## src/positional_insert_delete_list_assert.svh

```systemverilog
// assertion macros for the positional insert/delete list
`ifndef POSITIONAL_INSERT_DELETE_LIST_ASSERT_SVH
`define POSITIONAL_INSERT_DELETE_LIST_ASSERT_SVH

// same-cycle implication
`define PIDL_ASSERT_NOW(lbl, clk, rst, ante, cons) \
   lbl: assert property (@(posedge clk) disable iff (rst) (ante) |-> (cons)) \
      else $error("pidl assertion failed");

// next-cycle implication
`define PIDL_ASSERT_NEXT(lbl, clk, rst, ante, cons) \
   lbl: assert property (@(posedge clk) disable iff (rst) (ante) |=> (cons)) \
      else $error("pidl assertion failed");

`endif

```

## src/pidl_pkg.sv

```systemverilog
// types and constants shared by the positional insert/delete list
`default_nettype none

package pidl_pkg;

   localparam int CAPACITY_DEFAULT = 16;

   typedef enum logic [2:0] {
      CMD_APPEND  = 3'd0,
      CMD_INSERT  = 3'd1,
      CMD_DELETE  = 3'd2,
      CMD_REPLACE = 3'd3,
      CMD_PUSH    = 3'd4,
      CMD_POP     = 3'd5
   } cmd_type;

   typedef enum logic [1:0] {
      ST_DONE  = 2'd0,
      ST_RANGE = 2'd1,
      ST_FULL  = 2'd2,
      ST_EMPTY = 2'd3
   } status_type;

   typedef enum logic [1:0] {
      CELL_HOLD       = 2'd0,
      CELL_SHIFT_UP   = 2'd1,
      CELL_SHIFT_DOWN = 2'd2,
      CELL_WRITE      = 2'd3
   } cell_op_type;

   typedef struct packed {
      logic [2:0]         command;
      logic signed [31:0] value;
      logic [4:0]         position;
   } req_type;

   typedef struct packed {
      logic signed [31:0] popped_value;
      logic               popped_valid;
      logic [4:0]         entry_count;
      logic [1:0]         status;
   } rsp_type;

   typedef struct packed {
      cell_op_type        op;
      logic signed [31:0] value;
   } cell_ctl_type;

endpackage

`default_nettype wire

```

## src/pidl_cell.sv

```systemverilog
// one list entry: holds, takes a neighbor's value, or takes the new value
`default_nettype none

module pidl_cell
   import pidl_pkg::*;
#(
   parameter int IDX_W = 4,
   parameter int INDEX = 0
) (
   input  wire logic               clock,
   input  wire cell_ctl_type       ctl,
   input  wire logic [IDX_W-1:0]   pos,
   input  wire logic signed [31:0] left_value,
   input  wire logic signed [31:0] right_value,
   output logic signed [31:0]      value
);

   localparam logic [IDX_W-1:0] MY_IDX = IDX_W'(INDEX);

   logic signed [31:0] value_ff;
   logic signed [31:0] value_in;

   always_comb begin
      value_in = value_ff;
      case (ctl.op)
         CELL_SHIFT_UP: begin
            if (MY_IDX == pos) begin
               value_in = ctl.value;
            end else if (MY_IDX > pos) begin
               value_in = left_value;
            end
         end
         CELL_SHIFT_DOWN: begin
            if (MY_IDX >= pos) begin
               value_in = right_value;
            end
         end
         CELL_WRITE: begin
            if (MY_IDX == pos) begin
               value_in = ctl.value;
            end
         end
         default: value_in = value_ff;
      endcase
   end

   always_ff @(posedge clock) begin
      value_ff <= value_in;
   end

   assign value = value_ff;

endmodule

`default_nettype wire

```

## src/positional_insert_delete_list.sv

```systemverilog
// a command's result beat appears in the cycle after the command is accepted
// throughput: one command per cycle unless rsp_stall holds a waiting beat; every cell shifts in the same cycle
// a result beat waiting on rsp_stall holds off new commands until it is taken
// reset clears the entry count and the result valid; entry contents are not cleared
`default_nettype none

module positional_insert_delete_list
   import pidl_pkg::*;
#(
   parameter int CAPACITY = CAPACITY_DEFAULT
) (
   input  wire logic    clock,
   input  wire logic    reset,
   input  wire logic    req_valid,
   output logic         req_stall,
   input  wire req_type req_data,
   output logic         rsp_valid,
   input  wire logic    rsp_stall,
   output rsp_type      rsp_data
);

   // index into the row of cells, count that reaches capacity, and a compare width
   // wide enough for both the count and the 5-bit position field
   localparam int IDX_W = $clog2(CAPACITY);
   localparam int CNT_W = $clog2(CAPACITY + 1);
   localparam int CMP_W = (CNT_W > 5) ? CNT_W : 5;

   logic [CNT_W-1:0] count_ff;
   logic [CNT_W-1:0] count_in;
   logic             rsp_valid_ff;
   logic             rsp_valid_in;
   rsp_type          rsp_data_ff;
   rsp_type          rsp_data_in;

   cell_ctl_type       ctl;
   logic [IDX_W-1:0]   cell_pos;
   logic signed [31:0] cell_value [CAPACITY];

   logic             req_fire;
   logic             full;
   logic [CMP_W-1:0] pos_ext;
   logic [CMP_W-1:0] cnt_ext;
   logic [CMP_W-1:0] cnt_out;

   // a new command may enter whenever the output register is free or being drained
   assign req_stall = rsp_valid_ff & rsp_stall;
   assign req_fire  = req_valid & ~req_stall;

   assign full    = (count_ff == CNT_W'(CAPACITY));
   assign pos_ext = CMP_W'(req_data.position);
   assign cnt_ext = CMP_W'(count_ff);

   // decode the command into one broadcast control for the whole row
   always_comb begin
      ctl.op    = CELL_HOLD;
      ctl.value = req_data.value;
      count_in  = count_ff;
      rsp_data_in              = rsp_data_ff;
      rsp_data_in.popped_value = '0;
      rsp_data_in.popped_valid = 1'b0;
      rsp_data_in.status       = ST_DONE;

      if (IDX_W <= 5) begin
         cell_pos = IDX_W'(req_data.position);
      end else begin
         cell_pos = IDX_W'(pos_ext);
      end

      if (req_fire) begin
         case (req_data.command)
            CMD_APPEND: begin
               if (full) begin
                  rsp_data_in.status = ST_FULL;
               end else begin
                  // append is an insert at the current end
                  ctl.op   = CELL_SHIFT_UP;
                  cell_pos = IDX_W'(count_ff);
                  count_in = count_ff + CNT_W'(1);
               end
            end
            CMD_INSERT: begin
               if (full) begin
                  rsp_data_in.status = ST_FULL;
               end else if (pos_ext > cnt_ext) begin
                  rsp_data_in.status = ST_RANGE;
               end else begin
                  ctl.op   = CELL_SHIFT_UP;
                  count_in = count_ff + CNT_W'(1);
               end
            end
            CMD_DELETE: begin
               if (pos_ext >= cnt_ext) begin
                  rsp_data_in.status = ST_RANGE;
               end else begin
                  ctl.op   = CELL_SHIFT_DOWN;
                  count_in = count_ff - CNT_W'(1);
               end
            end
            CMD_REPLACE: begin
               if (pos_ext >= cnt_ext) begin
                  rsp_data_in.status = ST_RANGE;
               end else begin
                  ctl.op = CELL_WRITE;
               end
            end
            CMD_PUSH: begin
               if (full) begin
                  rsp_data_in.status = ST_FULL;
               end else begin
                  ctl.op   = CELL_SHIFT_UP;
                  cell_pos = '0;
                  count_in = count_ff + CNT_W'(1);
               end
            end
            CMD_POP: begin
               if (count_ff == '0) begin
                  rsp_data_in.status = ST_EMPTY;
               end else begin
                  // front entry leaves through cell zero as the row shifts down
                  ctl.op   = CELL_SHIFT_DOWN;
                  cell_pos = '0;
                  count_in = count_ff - CNT_W'(1);
                  rsp_data_in.popped_value = cell_value[0];
                  rsp_data_in.popped_valid = 1'b1;
               end
            end
            default: ctl.op = CELL_HOLD;
         endcase
      end

      // entry count field is the low five bits of the new count
      cnt_out                 = CMP_W'(count_in);
      rsp_data_in.entry_count = cnt_out[4:0];
   end

   always_comb begin
      rsp_valid_in = rsp_valid_ff & rsp_stall;
      if (req_fire) begin
         rsp_valid_in = 1'b1;
      end
   end

   // row of cells, each wired to its two neighbors; the ends feed back on themselves
   for (genvar i = 0; i < CAPACITY; i++) begin : g_cell
      logic signed [31:0] left_value;
      logic signed [31:0] right_value;

      if (i == 0) begin : g_first
         assign left_value = cell_value[i];
      end else begin : g_inner_left
         assign left_value = cell_value[i-1];
      end

      if (i == CAPACITY - 1) begin : g_last
         assign right_value = cell_value[i];
      end else begin : g_inner_right
         assign right_value = cell_value[i+1];
      end

      pidl_cell #(
         .IDX_W (IDX_W),
         .INDEX (i)
      ) u_cell (
         .clock       (clock),
         .ctl         (ctl),
         .pos         (cell_pos),
         .left_value  (left_value),
         .right_value (right_value),
         .value       (cell_value[i])
      );
   end

   always_ff @(posedge clock) begin
      if (reset) begin
         count_ff     <= '0;
         rsp_valid_ff <= 1'b0;
      end else begin
         count_ff     <= count_in;
         rsp_valid_ff <= rsp_valid_in;
      end
   end

   // result payload loads only on an accepted command, so a stalled beat holds
   always_ff @(posedge clock) begin
      if (req_fire) begin
         rsp_data_ff <= rsp_data_in;
      end
   end

   assign rsp_valid = rsp_valid_ff;
   assign rsp_data  = rsp_data_ff;

`include "positional_insert_delete_list_assert.svh"

   // count never passes the capacity
   `PIDL_ASSERT_NOW(a_count_bound, clock, reset, 1'b1, count_ff <= CNT_W'(CAPACITY))
   // every accepted command leaves a result beat behind it
   `PIDL_ASSERT_NEXT(a_fire_gives_beat, clock, reset, req_fire, rsp_valid_ff)
   // the reported count matches the stored count right after the command
   `PIDL_ASSERT_NEXT(a_count_report, clock, reset, req_fire,
      rsp_data_ff.entry_count == cnt_ext[4:0])
   // a popped value only comes with a successful status
   `PIDL_ASSERT_NOW(a_pop_status, clock, reset, rsp_valid_ff && rsp_data_ff.popped_valid,
      rsp_data_ff.status == ST_DONE)

endmodule

`default_nettype wire
```

## config.mk

```make
export PLATFORM = sky130hd
export DESIGN_NAME = positional_insert_delete_list
export DESIGN_NICKNAME = d
export VERILOG_FILES = /design/src/pidl_pkg.sv /design/src/pidl_cell.sv /design/src/positional_insert_delete_list.sv
export VERILOG_INCLUDE_DIRS = /design/src /design/src/src
export SDC_FILE = /design/constraint.sdc
export NUM_CORES = 1
export LEC_CHECK = 0
export ABC_AREA = 0
export BUFFER_PORTS_ARGS = -buffer_cell sky130_fd_sc_hd__buf_2
export CORE_MARGIN = 2
export CORE_UTILIZATION = 50
export DETAILED_ROUTE_END_ITERATION = 16
export PLACE_DENSITY = 0.66
export SYNTH_ARGS = -nofsm -noshare
export SYNTH_HDL_FRONTEND = slang
export SYNTH_HIERARCHICAL = 1
export SYNTH_SLANG_ARGS = --single-unit
```

## constraint.sdc

```tcl
create_clock -name clock -period 28.6 [get_ports clock]
set_input_delay 7.15 -clock clock [delete_from_list [all_inputs] [get_ports clock]]
set_output_delay 7.15 -clock clock [all_outputs]
set_load 0.005 [all_outputs]
```

==> metrics, run 1 <==
CTS resizes=0; Worst setup SP type=input port; P_sw=between 500 and 600 uW; RSZ-0062 raised after global routing=no; reg-to-reg slack, setup=roughly 23,000 ps; Slew @ Worst Pin=between 1000 and 1500 ps; number of clock sinks=about 560; layout cells sized above 1=between 10% and 20%; Crit Reg-Reg Startpoint=cnt_ext[4]$_SDFF_PP0_; largest net degree at the start of global routing=220; Critical R2R Capture=g_cell[11].u_cell/value[20]$_DFFE_PP_; htree depth=3; Hold Crit Class=reg -> reg; number of routed nets with antenna violations=0; CTS Buffer Depth=3; Synth warnings=6; switching share of power=25.48%; Logic pwr share=roughly 14%; Post-synth EDFFs=roughly 550; area of the mapped netlist=approximately 0.035 sq mm; worst path arrival time=7540 ps; DR iter-0 viols=slightly below 3,000; First-pass DRT Iterations=7; Final Hold Vio Count=0; critical path startpoint=rsp_stall; final setup fails=0; total global routing overflow=0; Fill cells=between 5,000 and 6,000; Die Ht=around 270 um; syn_nets=a little over 3,000; Syn Area/Cell=about 12 sq um; Pleak=between 0.01 and 0.015 uW; most frequent cell after synthesis=nand3b_1; max_cap viols=0; number of I/O port buffers=85; drt total wl=90.07 mm; clock tree from TritonCTS=done; Setup Fix Bufs, Post-CTS=0; Crit Path Max Fanout=2; Die W=approximately 270 um; R2R depth=11; first-pass GRT wire length=around 140 mm; top-area cell type share of the netlist area=between 40% and 50%; post-layout minimum cycle time=approximately 15,000 ps; CP Data Required Time=approximately 21,000 ps; Int Power=1575 uW; Commonest cells post-synth=567 x nand3b_1, 552 x edfxtp_1, 285 x nand3_1; maximum vdd drop=roughly 0.05 mV; Synth Instances=just under 3,000; max-slew violations=0; Placer Congestion=0.8181; Via Count=~25,000; Max Freq=68.09 MHz; clock power share=around 40%; Hold Buf Count CTS=0; non-filler instance count after layout=3,793; boundary pin count=86; effective utilization at floorplan=roughly half; Cell Rows=96; critical path class=in -> out; slew margin rel.=4.767%; worst setup path endpoint=req_stall; clock slew seen by the registers of the worst setup and hold paths=about 60 ps; initial antenna violation count=4; Setup crit end kind=output pin; share of flip-flops with an asynchronous set or reset=0%; vias in the first global route=24,620; CTS root buf=clkbuf_16; core area=just under 0.07 sq mm; Sum Neg Setup Slack=0 ps; dpl hpwl=roughly 58 mm; DRC=0; overall routing resource usage=between 20% and 30%; Yosys cell types=a little over 90; largest area contributor in the netlist=edfxtp_1; Final Skew=roughly 27 ps; Pwr Density=between 50 and 60 mW/mm^2; placed cells=~3,700; nets=between 2,000 and 3,000; Hold Startpoint=g_cell[11].u_cell/value[0]$_DFFE_PP_; crit share post-route=approximately 51%; area grow syn2layout=6.460%; Synth area leaders=edfxtp_1 48%, nand3b_1 12%, a22oi_1 6.0%; routed length per instance=23.75 um; Sequential Power Share=a little under half; DR vias/cell=roughly 6.7; clock latency on the worst-skew pair=610 ps; total CTS buffers=66; post-synthesis register bit count=558; Top FF cell, synth=edfxtp_1; status=finished, final reports clean; fraction of the yosys area taken by sequential cells=approximately half; Die Area=just over 0.07 sq mm
==> final cells by class <==
type / count / area (sq um) / share of cell area, %
inverters: 15 / 56.30 / 0.1531
flip-flops and latches: 558 / 16700 / 45.39
well taps: 882 / 1104 / 3.000
repair buffers: 155 / 975.9 / 2.653
clock inverters: 30 / 329.1 / 0.8946
multi-input cells: 2068 / 15860 / 43.12
clock buffers: 84 / 1762 / 4.789
diodes: 1 / 2.502 / 0.006803
==> power by group through the flow <==
stage	logic, uW	clock network [uW]	registers, uW
2_1_floorplan	209	0	999
3_3_place_gp	272	0	1010
3_5_place_dp	284	0	1010
4_1_cts	285	847	991
5_1_grt	314	878	996
6_report	289	834	991
==> worst max-delay path, stage by stage <==
cell	delay [ps]
buf_2	120
and2_1	140
buf_2	120
==> state kept, by name, indices dropped and copies added (netlist names) <==
name / cells
cnt_ext: 5
g_cell.u_cell/value: 512
rsp_data: 40
rsp_valid: 1
==> kinds of logic after synthesis <==
group | share of synthesized area (%)
compound gates | 16.53
xor+xnor | 0.1267
flops | 48.32
buf+inv | 6.485
fa+ha+maj | 0.2535
simple gates | 24.32
mux | 3.961
==> placed cells by master (no fill, tap or decap), types with 34 or more instances in the layout <==
master,count
nand3_1,285
clkbuf_16,68
nor2b_1,97
a22oi_1,275
mux2_2,34
nor3b_1,129
nand3b_1,567
and3_1,34
edfxtp_1,552
buf_2,85
a211o_1,96
a221o_1,126
buf_4,68
mux2i_1,97
a22o_1,97
==> routing by layer <==
metal | routed length, um | vias up | part of all wire (%) | GRT usage (%)
met4 | 1965 | 0 | 2.2 | 7.167
li1 | - | 11720 | - | -
met3 | 5306 | 129 | 5.9 | 3.118
met1 | 39680 | 12430 | 44 | 34.30
met2 | 43120 | 950 | 48 | 40.93
met5 | 0 | - | 0 | 0
==> worst min-delay path by stage <==
stage	cells past startpoint	to	slack (ps)
after global placement	2	g_cell[0].u_cell/value[13]$_DFFE_PP_	560
after global routing	2	g_cell[0].u_cell/value[3]$_DFFE_PP_	610
after floorplan	2	cnt_ext[3]$_SDFF_PP0_	540
after CTS	2	g_cell[10].u_cell/value[9]$_DFFE_PP_	590
after detailed placement	2	g_cell[0].u_cell/value[31]$_DFFE_PP_	570
final	2	g_cell[10].u_cell/value[0]$_DFFE_PP_	590
==> stage by stage <==
stage | cell area (sq um) | setup slack (ps) | hold WS, ps | util (%) | total power, uW
after floorplan | 34550 | 12120 | 543.3 | - | 1208
after global placement | 34690 | 13900 | 564.9 | 50.67 | 1278
after detailed placement | 34690 | 13920 | 571.1 | 50.67 | 1292
after CTS | 36780 | 13910 | 590.7 | 53.72 | 2124
after global routing | 36790 | 13900 | 613.3 | 53.73 | 2188
final | 36790 | 13910 | 588.7 | 53.73 | 2114
No activity file was read; power rests on OpenSTA's default activity.
==> inputs of run 2 (changes only) <==
--- a/config.mk
+++ b/config.mk
@@ -11,7 +11,7 @@
 export CORE_MARGIN = 2
 export CORE_UTILIZATION = 50
 export DETAILED_ROUTE_END_ITERATION = 16
-export PLACE_DENSITY = 0.66
+export PLACE_DENSITY = 0.69
 export SYNTH_ARGS = -nofsm -noshare
 export SYNTH_HDL_FRONTEND = slang
 export SYNTH_HIERARCHICAL = 1
==> constraint.sdc (replaced) <==
create_clock -name clock -period 12.2 [get_ports clock]
set_input_delay 3.05 -clock clock [delete_from_list [all_inputs] [get_ports clock]]
set_output_delay 3.05 -clock clock [all_outputs]
set_load 0.005 [all_outputs]
==> metrics, run 2 (synthesized netlist as in run 1, its figures left out) <==
Total Power=a little under 5000 uW; clock slew seen by the registers of the worst setup and hold paths=50 ps; htree depth=3; Critical R2R Capture=g_cell[0].u_cell/value[29]$_DFFE_PP_; post-layout minimum cycle time=around 6800 ps; DR vias/cell=6.813; boundary pin count=between 80 and 90; Hold Crit Class=reg -> reg; dpl hpwl=roughly 59 mm; number of flip-flops in the largest register=~500; Final Hold Vio Count=0; CP Data Required Time=roughly 13,000 ps; max_cap viols=0; total global routing overflow=0; effective utilization at floorplan=50.47%; area occupied by multi-input gates=roughly 0.016 sq mm; Setup Fix Bufs, Post-CTS=0; Hold Startpoint=g_cell[13].u_cell/value[2]$_DFFE_PP_; critical path startpoint=req_data[38]; overall routing resource usage=between 20% and 30%; vias in the first global route=approximately 25,000; CTS Buffer Depth=3; Crit Reg-Reg Startpoint=cnt_ext[4]$_SDFF_PP0_; Pwr Density=between 100 and 150 mW/mm^2; non-filler instance count after layout=between 3,000 and 4,000; number of clock sinks=approximately 560; maximum vdd drop=0.1318 mV; clock tree from TritonCTS=done; FF/Latch Area=roughly 0.017 sq mm; Setup crit end kind=flop; Placer Congestion=between 0.8 and 0.9; Cell Rows=96; drt total wl=roughly 90 mm; layout cells sized above 1=about 12%; most common cell after layout, fill and taps aside=nand3b_1; Max Freq=between 100 and 150 MHz; DR iter-0 viols=3,069; DRC=0; reg-to-reg slack, setup=7160 ps; critical path class=in -> reg; slew margin rel.=a little under an eighth; core area=about 0.068 sq mm; Die Ht=approximately 270 um; placed cells=approximately 3,700; Hold Buf Count CTS=0; initial antenna violation count=2; routed length per instance=between 20 and 25 um; largest net degree at the start of global routing=between 200 and 250; number of routed nets with antenna violations=0; Worst setup SP type=input port; number of I/O port buffers=85; max-slew violations=0; worst setup path endpoint=g_cell[7].u_cell/value[12]$_DFFE_PP_; total CTS buffers=between 60 and 70; Final Skew=19.43 ps; R2R depth=12; Pleak=0.01226 uW; Crit Path Max Fanout=200; most frequent cells in the layout=567 x nand3b_1, 552 x edfxtp_1, 285 x nand3_1; Die Area=0.07122 sq mm; Util after Layout=53.66%; first-pass GRT wire length=143.6 mm; worst path arrival time=7110 ps; area grow syn2layout=6.319%; First-pass DRT Iterations=6; Sum Neg Setup Slack=0 ps; crit share post-route=a little under three fifths; final setup fails=0; Fill cells=between 5,000 and 6,000; Slew @ Worst Pin=1318 ps; CTS root buf=clkbuf_16; status=finished, final reports clean; nets=roughly 2,900; clock latency on the worst-skew pair=600 ps; Die W=between 200 and 300 um; Via Count=between 20,000 and 30,000; RSZ-0062 raised after global routing=no; CTS resizes=0
==> run 2: critical path, cell delays in order <==
cell	delay, ps
buf_2	190
and3b_1	850
and2_1	270
a21oi_1	80
nor2_4	500
buf_12	550
buf_4	810
nand2_1	130
a31oi_1	220
nor3_2	70
buf_4	280
==> run 2: final cells by class <==
type                            instances  share of cell area, %
Clock buffer                           86                  4.874
Antenna cell                            1               0.006812
Tap cell                              882                  3.004
Inverter                               15                 0.1533
Clock inverter                         32                 0.7118
Sequential cell                       558                  45.45
Timing Repair Buffer                  150                  2.588
Multi-Input combinational cell       2068                  43.21
==> run 2: power by group <==
part	internal [uW]	total [uW]	switching, uW
combinational	261	682	421
sequential	2270	2320	59.4
clock	1120	1920	798
==> run 2: worst min-delay path by stage <==
stage,endpoint,cells past startpoint
after floorplan,cnt_ext[3]$_SDFF_PP0_,2
after global placement,g_cell[14].u_cell/value[17]$_DFFE_PP_,1
after detailed placement,g_cell[8].u_cell/value[8]$_DFFE_PP_,2
after global routing,g_cell[15].u_cell/value[8]$_DFFE_PP_,2
final,g_cell[14].u_cell/value[2]$_DFFE_PP_,1
after CTS,g_cell[14].u_cell/value[2]$_DFFE_PP_,1
==> run 2: metrics by stage <==
stage / setup slack, ps / instance area (sq um) / hold WS (ps)
after floorplan: 1296 / 34550 / 543.3
after global placement: 4982 / 34680 / 559.5
after detailed placement: 4805 / 34680 / 573.8
after CTS: 5430 / 36730 / 584.0
after global routing: 5118 / 36740 / 610.5
final: 5389 / 36740 / 580.9
==> run 2: metal layers <==
layer / track usage [%] / part of all wire, %
met1: 34.31 / 43
met2: 41.14 / 47
met3: 2.952 / 7.2
met4: 6.985 / 2.0
met5: 0 / 0
